`config.mk`:
```
export PLATFORM = sky130hd
export DESIGN_NAME = ip_range_rule_classifier_core
export DESIGN_NICKNAME = d
export VERILOG_FILES = /design/src/design/iprc_pkg.sv /design/src/design/iprc_cell.sv /design/src/design/ip_range_rule_classifier_core.sv
export VERILOG_INCLUDE_DIRS = /design/src /design/src/design
export SDC_FILE = /design/constraint.sdc
export NUM_CORES = 2
export LEC_CHECK = 0
export BUFFER_PORTS_ARGS = -buffer_cell sky130_fd_sc_hd__buf_2
export CAP_MARGIN = 30
export CORE_MARGIN = 1
export CORE_UTILIZATION = 25
export CTS_BUF_LIST = sky130_fd_sc_hd__clkbuf_16
export DETAILED_ROUTE_END_ITERATION = 16
export PLACE_DENSITY = 0.41
export SKIP_LAST_GASP = 1
export SYNTH_ARGS = -nofsm -noshare
export SYNTH_HDL_FRONTEND = slang
export SYNTH_SLANG_ARGS = --single-unit
```
`constraint.sdc`:
```
create_clock -name clk_i -period 5.6 [get_ports clk_i]
set_input_delay 0.56 -clock clk_i [delete_from_list [all_inputs] [get_ports clk_i]]
set_output_delay 0.56 -clock clk_i [all_outputs]
set_load 0.03 [all_outputs]
```
`src/design/ip_range_rule_classifier_core_defines.svh`:
```
// Assertion macros used by the rule classifier top level.
`ifndef IP_RANGE_RULE_CLASSIFIER_CORE_DEFINES_SVH
`define IP_RANGE_RULE_CLASSIFIER_CORE_DEFINES_SVH

// Same-cycle implication, checked on every rising edge outside reset.
`define IPRC_ASSERT_NOW(label, pre, post, msg) \
  label: assert property (@(posedge clk_i) disable iff (!rst_ni) (pre) |-> (post)) \
    else $error(msg);

// Next-cycle implication, checked on every rising edge outside reset.
`define IPRC_ASSERT_NEXT(label, pre, post, msg) \
  label: assert property (@(posedge clk_i) disable iff (!rst_ni) (pre) |=> (post)) \
    else $error(msg);

`endif

```
`src/design/iprc_pkg.sv`:
```
// Types and codes shared by the rule classifier cells and top level.
package iprc_pkg;

  typedef enum logic [1:0] {
    FUNC_WRITE  = 2'd0,
    FUNC_ADDR   = 2'd1,
    FUNC_FINISH = 2'd2
  } func_e;

  typedef enum logic [1:0] {
    DEC_DIRECT    = 2'd0,
    DEC_PROXY     = 2'd1,
    DEC_UNDECIDED = 2'd2
  } decision_e;

  typedef enum logic {
    ST_IDLE,
    ST_SCAN
  } state_e;

  typedef struct packed {
    logic        valid;
    logic        list;
    logic        prio;
    logic        kind;
    logic [31:0] low;
    logic [31:0] high;
  } rule_t;

  typedef struct packed {
    logic use_first;
    logic direct;
    logic use_later;
  } hits_t;

  typedef struct packed {
    logic        vld;
    logic [31:0] addr;
    hits_t       hits;
  } tok_t;

endpackage

```
`src/design/iprc_cell.sv`:
```
// One rule slot of the chain: stores a rule and matches the passing address.
module iprc_cell import iprc_pkg::*; (
  input  logic  clk_i,
  input  logic  rst_ni,
  input  logic  wr_en_i,
  input  rule_t wr_rule_i,
  input  tok_t  tok_i,
  output tok_t  tok_o
);

  logic        valid_q, list_q, prio_q, kind_q;
  logic [31:0] low_q, high_q;
  tok_t        tok_d, tok_q;
  logic        hit;

  always_ff @(posedge clk_i or negedge rst_ni) begin
    if (!rst_ni) begin
      valid_q <= 1'b0;
      list_q  <= 1'b0;
      prio_q  <= 1'b0;
      kind_q  <= 1'b0;
    end else if (wr_en_i) begin
      valid_q <= wr_rule_i.valid;
      list_q  <= wr_rule_i.list;
      prio_q  <= wr_rule_i.prio;
      kind_q  <= wr_rule_i.kind;
    end
  end

  always_ff @(posedge clk_i) begin
    if (wr_en_i) begin
      low_q  <= wr_rule_i.low;
      high_q <= wr_rule_i.high;
    end
  end

  always_comb begin
    if (kind_q) begin
      hit = valid_q && (low_q <= tok_i.addr) && (tok_i.addr <= high_q);
    end else begin
      hit = valid_q && ((tok_i.addr & high_q) == low_q);
    end
  end

  always_comb begin
    tok_d = tok_i;
    if (tok_i.vld && hit) begin
      if (!list_q) begin
        if (prio_q) begin
          tok_d.hits.use_first = 1'b1;
        end else begin
          tok_d.hits.use_later = 1'b1;
        end
      end else if (!prio_q) begin
        tok_d.hits.direct = 1'b1;
      end
    end
  end

  always_ff @(posedge clk_i or negedge rst_ni) begin
    if (!rst_ni) begin
      tok_q <= '0;
    end else begin
      tok_q <= tok_d;
    end
  end

  assign tok_o = tok_q;

endmodule

```
`src/design/ip_range_rule_classifier_core.sv`:
```
// Top level of the IPv4 subnet and span rule classifier.
//
//   Channel  Signals                         Moves
//   in       in_valid_i / in_ready_o         one item: rule write, address or finish
//   out      out_valid_o / out_ready_i       one decision per finish item
//
// A rule write writes one cell of the chain.
// A nonzero address travels the chain of RULE_SLOTS cells, one cell per cycle;
// an address of zero does not enter the chain.
// Any item waits while an undelivered decision holds the output register.
// Reset clears all slots to invalid and the hit flags to zero; no clearing pass is needed.
`include "ip_range_rule_classifier_core_defines.svh"

module ip_range_rule_classifier_core import iprc_pkg::*; #(
  parameter int RULE_SLOTS = 16
) (
  input  logic        clk_i,
  input  logic        rst_ni,
  input  logic        in_valid_i,
  output logic        in_ready_o,
  input  logic [1:0]  func_i,
  input  logic [3:0]  rule_index_i,
  input  logic        rule_valid_i,
  input  logic        rule_list_i,
  input  logic        rule_priority_i,
  input  logic        rule_kind_i,
  input  logic [31:0] word_a_i,
  input  logic [31:0] word_b_i,
  input  logic [31:0] address_i,
  output logic        out_valid_o,
  input  logic        out_ready_i,
  output logic [1:0]  decision_o
);

  state_e                state_q, state_d;
  hits_t                 hit_q, hit_d;
  logic                  out_valid_q, out_valid_d;
  decision_e             decision_q, decision_d;
  logic                  accept;
  logic                  scan_accept, finish_accept;
  logic                  do_write, do_scan, do_finish;
  rule_t                 wr_rule;
  tok_t                  tok_in;
  tok_t                  chain [RULE_SLOTS];
  logic [RULE_SLOTS-1:0] chain_vld;
  logic [RULE_SLOTS-1:0] wr_en;
  tok_t                  tok_last;

  assign accept        = in_valid_i && in_ready_o;
  assign scan_accept   = accept && (func_i == FUNC_ADDR) && (address_i != 32'd0);
  assign finish_accept = accept && (func_i == FUNC_FINISH);
  assign tok_last      = chain[RULE_SLOTS-1];

  always_comb begin
    state_d = state_q;
    case (state_q)
      ST_IDLE: begin
        if (do_scan) begin
          state_d = ST_SCAN;
        end
      end
      ST_SCAN: begin
        if (tok_last.vld) begin
          state_d = ST_IDLE;
        end
      end
      default: state_d = ST_IDLE;
    endcase
  end

  always_comb begin
    in_ready_o = 1'b0;
    do_write   = 1'b0;
    do_scan    = 1'b0;
    do_finish  = 1'b0;
    case (state_q)
      ST_IDLE: begin
        in_ready_o = !out_valid_q || out_ready_i;
        if (in_valid_i && in_ready_o) begin
          case (func_i)
            FUNC_WRITE:  do_write  = 1'b1;
            FUNC_ADDR:   do_scan   = (address_i != 32'd0);
            FUNC_FINISH: do_finish = 1'b1;
            default:     do_write  = 1'b0;
          endcase
        end
      end
      ST_SCAN: in_ready_o = 1'b0;
      default: in_ready_o = 1'b0;
    endcase
  end

  always_comb begin
    wr_rule.valid = rule_valid_i && !(rule_kind_i && (word_a_i > word_b_i));
    wr_rule.list  = rule_list_i;
    wr_rule.prio  = rule_priority_i;
    wr_rule.kind  = rule_kind_i;
    wr_rule.low   = rule_kind_i ? word_a_i : (word_a_i & word_b_i);
    wr_rule.high  = word_b_i;
  end

  always_comb begin
    tok_in.vld  = do_scan;
    tok_in.addr = address_i;
    tok_in.hits = '0;
  end

  for (genvar k = 0; k < RULE_SLOTS; k++) begin : g_cell
    tok_t tok_prev;

    if (k == 0) begin : g_head
      assign tok_prev = tok_in;
    end else begin : g_link
      assign tok_prev = chain[k-1];
    end

    assign wr_en[k]     = do_write && (32'(rule_index_i) == 32'(k));
    assign chain_vld[k] = chain[k].vld;

    iprc_cell u_cell (
      .clk_i     (clk_i),
      .rst_ni    (rst_ni),
      .wr_en_i   (wr_en[k]),
      .wr_rule_i (wr_rule),
      .tok_i     (tok_prev),
      .tok_o     (chain[k])
    );
  end

  always_comb begin
    hit_d       = hit_q;
    out_valid_d = out_valid_q;
    decision_d  = decision_q;
    if (out_valid_q && out_ready_i) begin
      out_valid_d = 1'b0;
    end
    if (state_q == ST_SCAN && tok_last.vld) begin
      hit_d = hit_q | tok_last.hits;
    end
    if (do_finish) begin
      if (hit_q.use_first) begin
        decision_d = DEC_PROXY;
      end else if (hit_q.direct) begin
        decision_d = DEC_DIRECT;
      end else if (hit_q.use_later) begin
        decision_d = DEC_PROXY;
      end else begin
        decision_d = DEC_UNDECIDED;
      end
      out_valid_d = 1'b1;
      hit_d       = '0;
    end
  end

  always_ff @(posedge clk_i or negedge rst_ni) begin
    if (!rst_ni) begin
      state_q     <= ST_IDLE;
      hit_q       <= '0;
      out_valid_q <= 1'b0;
    end else begin
      state_q     <= state_d;
      hit_q       <= hit_d;
      out_valid_q <= out_valid_d;
    end
  end

  always_ff @(posedge clk_i) begin
    decision_q <= decision_d;
  end

  assign out_valid_o = out_valid_q;
  assign decision_o  = decision_q;

  `IPRC_ASSERT_NOW(a_idle_chain_empty, state_q == ST_IDLE, chain_vld == '0, "Item while idle.")
  `IPRC_ASSERT_NOW(a_one_item_in_chain, state_q == ST_SCAN, $onehot0(chain_vld), "Two items.")
  `IPRC_ASSERT_NEXT(a_scan_starts, scan_accept, state_q == ST_SCAN, "Scan did not start.")
  `IPRC_ASSERT_NEXT(a_finish_clears, finish_accept, out_valid_o && hit_q == '0, "No finish result.")

endmodule

```
# Word level (Yosys, flattened, before mapping)
# Index checks and enable logic that the tools add are counted.
# totals
reg_bits,1639
latchBits,0
ramBits,0
romBits,0
input_bits,110
output_inout_bits,4
elab_cells,508
mem_count,0
# op_classes
addsub,0
multipliers,0
div,0
order_cmp,33
eq_ne,33
shifts,0
muxes,147
n_bitwise,19
n_reduce_logical,94
# op_table
cell,n
<= comparator 32 bit,32
bitwise AND 32 bit,17
equality test 32 bit,16
two-way mux 1 bit,125
logical AND 1 bit,85
two-way mux 3 bit,18
equality test 4 bit (second input constant),8
greater-than comparator 32 bit,1
two-way mux 32 bit,1
nonzero test 32 bit,1
equality test 4 x 3 -> 1 bit (second input constant),4
equality test 4 x 2 -> 1 bit (second input constant),2
equality test 4 x 1 -> 1 bit (second input constant),1
zero test 4 bit,1
case mux 1 bit (2 select lines),2
nonzero test 2 bit,2
bitwise OR 3 bit,1
equality test 2 x 1 -> 1 bit (second input constant),1
equality test 2 bit (second input constant),1
zero test 1 bit,2
zero test 2 bit,1
two-way mux 2 bit,1
OR reduction 2 bit,1
logical OR 1 bit,1
NOT 1 bit,1

# Depth between registers and ports, before layout
# depth
depth_word,7
mapped_depth,11
depth_no_buf,10

# Cells and area by module
# A second synthesis with hierarchy kept.
# hier_totals
hier_cells,7047
hier_area_um2,89131.7
# by_module_without_submodules
mod,instances,cells_each,area_each_um2,seq_area_each_um2
iprc_cell at g_cell[0].u_cell ...,15,425,5441.5,2922.8
iprc_cell at g_cell[2].u_cell,1,429,5422.7,2922.8
ip_range_rule_classifier_core,1,243,2087.0,185.2

# Least setup slack after synthesis
# Ideal clock, no wire load.
# synth_path
path_kind,in2reg
startpoint,in out_ready_i
endpoint,reg g_cell[15].u_cell.kind_q
setup_time_ps,128
arrival_time_ps,4567
required_ps,5472
path_slack_ps,905
cell_stages,6
n_path_buf,0
cell_sequence,nand2b_1 nand3_1 nor3_1 nand3_1 nor2_1 mux2_2
# synth_between
elab_chain_len,5
# synth_lines
element,line_no,text
start: declaration,ip_range_rule_classifier_core.sv:31,"input logic out_ready_i,"
logical OR 1 bit,ip_range_rule_classifier_core.sv:78,in_ready_o = !out_valid_q || out_ready_i;
logical AND 1 bit,ip_range_rule_classifier_core.sv:79,if (in_valid_i && in_ready_o) begin
two-way mux 1 bit,ip_range_rule_classifier_core.sv:79,
two-way mux 1 bit,ip_range_rule_classifier_core.sv:76,case (state_q)
logical AND 1 bit,ip_range_rule_classifier_core.sv:117,assign wr_en[k] = do_write && (32'(rule_index_i) == 32'(k));
via g_cell[15].u_cell.wr_en_i,iprc_cell.sv:5,"input logic wr_en_i,"
end signal: assignment,iprc_cell.sv:26,kind_q <= wr_rule_i.kind;
end: declaration,iprc_cell.sv:11,"logic valid_q, list_q, prio_q, kind_q;"
# The timed path passes the listed nets, and every way through them passes these cells.
# A chain may end at the register's enable or synchronous reset.

# Worst setup path in the final report
# layout_path
startpoint,reg state_q
endpoint,"reg g_cell[2].u_cell.low_q[7], enable pin"
# layout_between
elab_chain_len,2
# layout_lines
element,line_no,text
start: declaration,ip_range_rule_classifier_core.sv:35,"state_e state_q, state_d;"
start signal: assignment,ip_range_rule_classifier_core.sv:161,state_q <= state_d;
two-way mux 1 bit,ip_range_rule_classifier_core.sv:76,
logical AND 1 bit,ip_range_rule_classifier_core.sv:117,
via g_cell[2].u_cell.wr_en_i,iprc_cell.sv:5,
end signal: assignment,iprc_cell.sv:32,low_q <= wr_rule_i.low;
end: declaration,iprc_cell.sv:12,"logic [31:0] low_q, high_q;"
# The timed path passes the listed nets, and every way through them passes these cells.

==> flow_summary.ini <==
[outcome]
status = finished clean

[timing]
rsz0062_at_grt = no
setup_viol = 0
setup_ws_ns = 1.66
fmax_mhz = 254
max_slew_margin_pct = 28.2
fin_hold_ws_ns = 0.208
hold_violations = 0
finalCriticalPeriod_ns = 3.94
slew_violations = 0
setup-tns-final_ns = 0
clock-skew-final_ns = 0.0621
worst-slew-pin-transition_ns = 1.08
period_share_pct = 70.4

[cells_and_area]
fill_cells = 35304
nNetsFinal = 9116
drive_gt1_share_pct = 7.98
layout_commonest_cell = ha_1
final_area_mm2 = 0.102
post-route-util_pct = 29.4
most-common-layout-cells = ha_1 (1,600), inv_1 (1,159), edfxtp_1 (1,026), dfrtp_1 (613), a21oi_1 (391)
syn_to_final_growth_pct = 16.7

[floorplanning]
io-pin-count = 114
die_area_mm2 = 0.352
die_h_um = 593
dieWidth_um = 593
core_mm2 = 0.347
placementRows = 216
initial_core_util_pct = 25.2

[critical_path]
crit_buf_inv = 4
crit_top_cell = nand2_1
ff2ff_setup_slack_ns = 1.66
path_cells = inv_1 > nand3_1 > nor3_1 > nand2_1 > nor2_1 > nand2_1 > buf_4 > inv_2 > buf_12
critPathKind = flop to flop
worstPathMaxFanout = 40
slowest_stage = nor3_1
worst_ep_arrival_time_ns = 4.47
start_kind = flop
critical_path.top_delay_family = simple AND/OR/NAND/NOR gates
r2r-end = g_cell[2].u_cell.low_q[7]
regToRegStartpoint = state_q
critical_path.max_stage_delay_ns = 0.71
end_kind = flop
reg2reg_depth = 9
worstPathRequired_ns = 6.13

[routing]
routed_via_density = 4.61
drtAntennaViolNets = 0
post_drt_wl_per_cell_um = 28.5
firstDrtPassIters = 5
drc = 0
via_count = 56655
routed_wl_mm = 350
drtIter0Drc = 4814

[clocking]
insertion_delay_ns = 0.89
cts_buffer_depth = 4
tritoncts = yes
clk_pin_slew_ns = 0.06
cts_root_buf = clkbuf_16
clkSinkCount = 1639
cts_setup_buffers = 0
htreeDepth = 4
cts_buffers = 198

[place]
dp_slack_ns = 1.36
port_buffers = 113
placed_area_mm2 = 0.0949
gp_congestion = 0.875
dp_hpwl_mm = 246

[power_and_ir_drop]
peakVddDrop_uv = 242
power_frac_clock_pct = 45.1
p_switching_mw = 7.49
power_density_mw_per_mm2 = 280
seq_power_share_pct = 47.3
p_sw_share_pct = 26.2
power_leakage_nw = 45.3
pwr-share-comb_pct = 7.6
p_int_mw = 21.1

[logic_synthesis]
yosys_warnings = 0
synth_nets = 8664
synth_flop_cell = edfxtp_1
syn_area_per_cell_um2 = 12.6
synth.distinct_cells = 69
synth_edf_count = 1026
synthCells = 6954
syn-cell-area_mm2 = 0.0874
synth-async-reset-ratio_pct = 37.4
ys_seq_elements = 1639
ys_seq_area_share_pct = 52.8

[grt]
grt_pass1_vias = 57021
track_usage_pct = 19.7
grt_pass1_wl_mm = 473
antenna_found_initial = 95
grt_max_degree = 140
grt_overflow = 0

[min_path]
min_path_cells = 3
hold_path.class = input pin to flop
hold_end = decision_o[1]
hold_start = func_i[0]

[job]
maxCapViolCount = 0
==> worst max-delay path by stage <==
stage	startpoint	end	slack, ns	cells after the start
after floorplan	out_ready_i	g_cell[15].u_cell.kind_q	0.91	6
final	state_q	g_cell[2].u_cell.low_q[7]	1.66	9
after global routing	state_q	g_cell[2].u_cell.low_q[14]	1.51	9
after global placement	out_ready_i	g_cell[0].u_cell.tok_o[2]	1.26	9
after CTS	state_q	g_cell[2].u_cell.low_q[14]	1.48	9
after detailed placement	out_ready_i	g_cell[2].u_cell.high_q[24]	1.36	10
==> cell families after synthesis <==
group                      Yosys count  synth area share (%)
buffers and inverters             1126                  4.84
DFF                               1639                  52.8
adders and majority gates         1600                  22.9
muxes                               70                 0.898
and+or+nand+nor                   1059                  6.62
xor gates and xnor gates           511                  5.12
AOI/OAI and AO/OA                  949                  6.81
==> area by class of cell <==
cell class / count / area (um^2) / share of cell area [%]
multi-input combinational: 4189 / 37200 / 36.4
tap: 4578 / 5730 / 5.62
inverter: 1115 / 4190 / 4.10
clock buffer: 207 / 5180 / 5.08
timing repair buffer: 263 / 2090 / 2.05
clock inverter: 160 / 1160 / 1.14
sequential: 1639 / 46100 / 45.2
antenna: 138 / 345 / 0.339
==> sequential cells by signal, indices dropped and copies added (netlist names) <==
signal                 count
g_cell.u_cell.kind_q      16
state_q                    1
g_cell.u_cell.tok_o      544
decision_o                 2
g_cell.u_cell.list_q      16
out_valid_o                1
g_cell.u_cell.valid_q     16
g_cell.u_cell.high_q     512
g_cell.u_cell.prio_q      16
hit_q                      3
g_cell.u_cell.low_q      512
==> cells in the mapped netlist, types with 19 or more instances <==
master,instances,share of area [%]
xor2_1,321,3.2
o21a_1,24,0.21
xnor2_1,190,1.9
nand4_1,262,1.9
edfxtp_1,1026,35
a211oi_1,27,0.23
a21o_1,153,1.3
inv_1,1115,4.8
nand2_1,260,1.1
nor2b_1,61,0.44
o211ai_1,44,0.38
nor4_1,125,0.89
mux2_2,67,0.86
nor3_1,49,0.28
a21oi_1,391,2.2
dfrtp_1,613,18
o21bai_1,22,0.19
a221oi_1,19,0.19
and4_1,45,0.45
ha_1,1600,23
nor2_1,82,0.35
o21ai_0,148,0.85
nand2b_1,23,0.16
nand3_1,90,0.52
==> routing by layer <==
metal  routed length, um  global-route usage [%]  vias up
li1                    -                       -    25659
met1              147000                    25.0    28667
met2              172000                    33.5     1872
met3               18200                    2.46      451
met4               12800                    8.49        6
met5                  34                       0        -
==> repair_timing <==
action                                 4_1_cts  5_1_grt
resized for setup                            0        0
endpoints found under the hold margin       99        0
hold buffers                                35        0
==> tightest hold or removal path, delay by kind of cell <==
family	cells	cell delay [ns]
AND/OR/NAND/NOR	1	0.07
buffers and inverters	2	0.27
==> through the flow <==
step           std cells  total power, mW
2_1_floorplan       6954             14.4
3_3_place_gp       11737             15.9
3_5_place_dp       11747             15.9
4_1_cts            12149             28.9
5_1_grt            12184             29.5
6_report           12289             28.6
==> power by group through the flow <==
stage,clock network [mW],registers [mW],logic [mW]
finish,12.9,13.5,2.18
global route,13.6,13.5,2.36
CTS,13.2,13.5,2.22
detailed placement,0,13.7,2.18
global placement,0,13.7,2.15
floorplan,0,13.5,0.882
(Power assumes the default switching activity.)
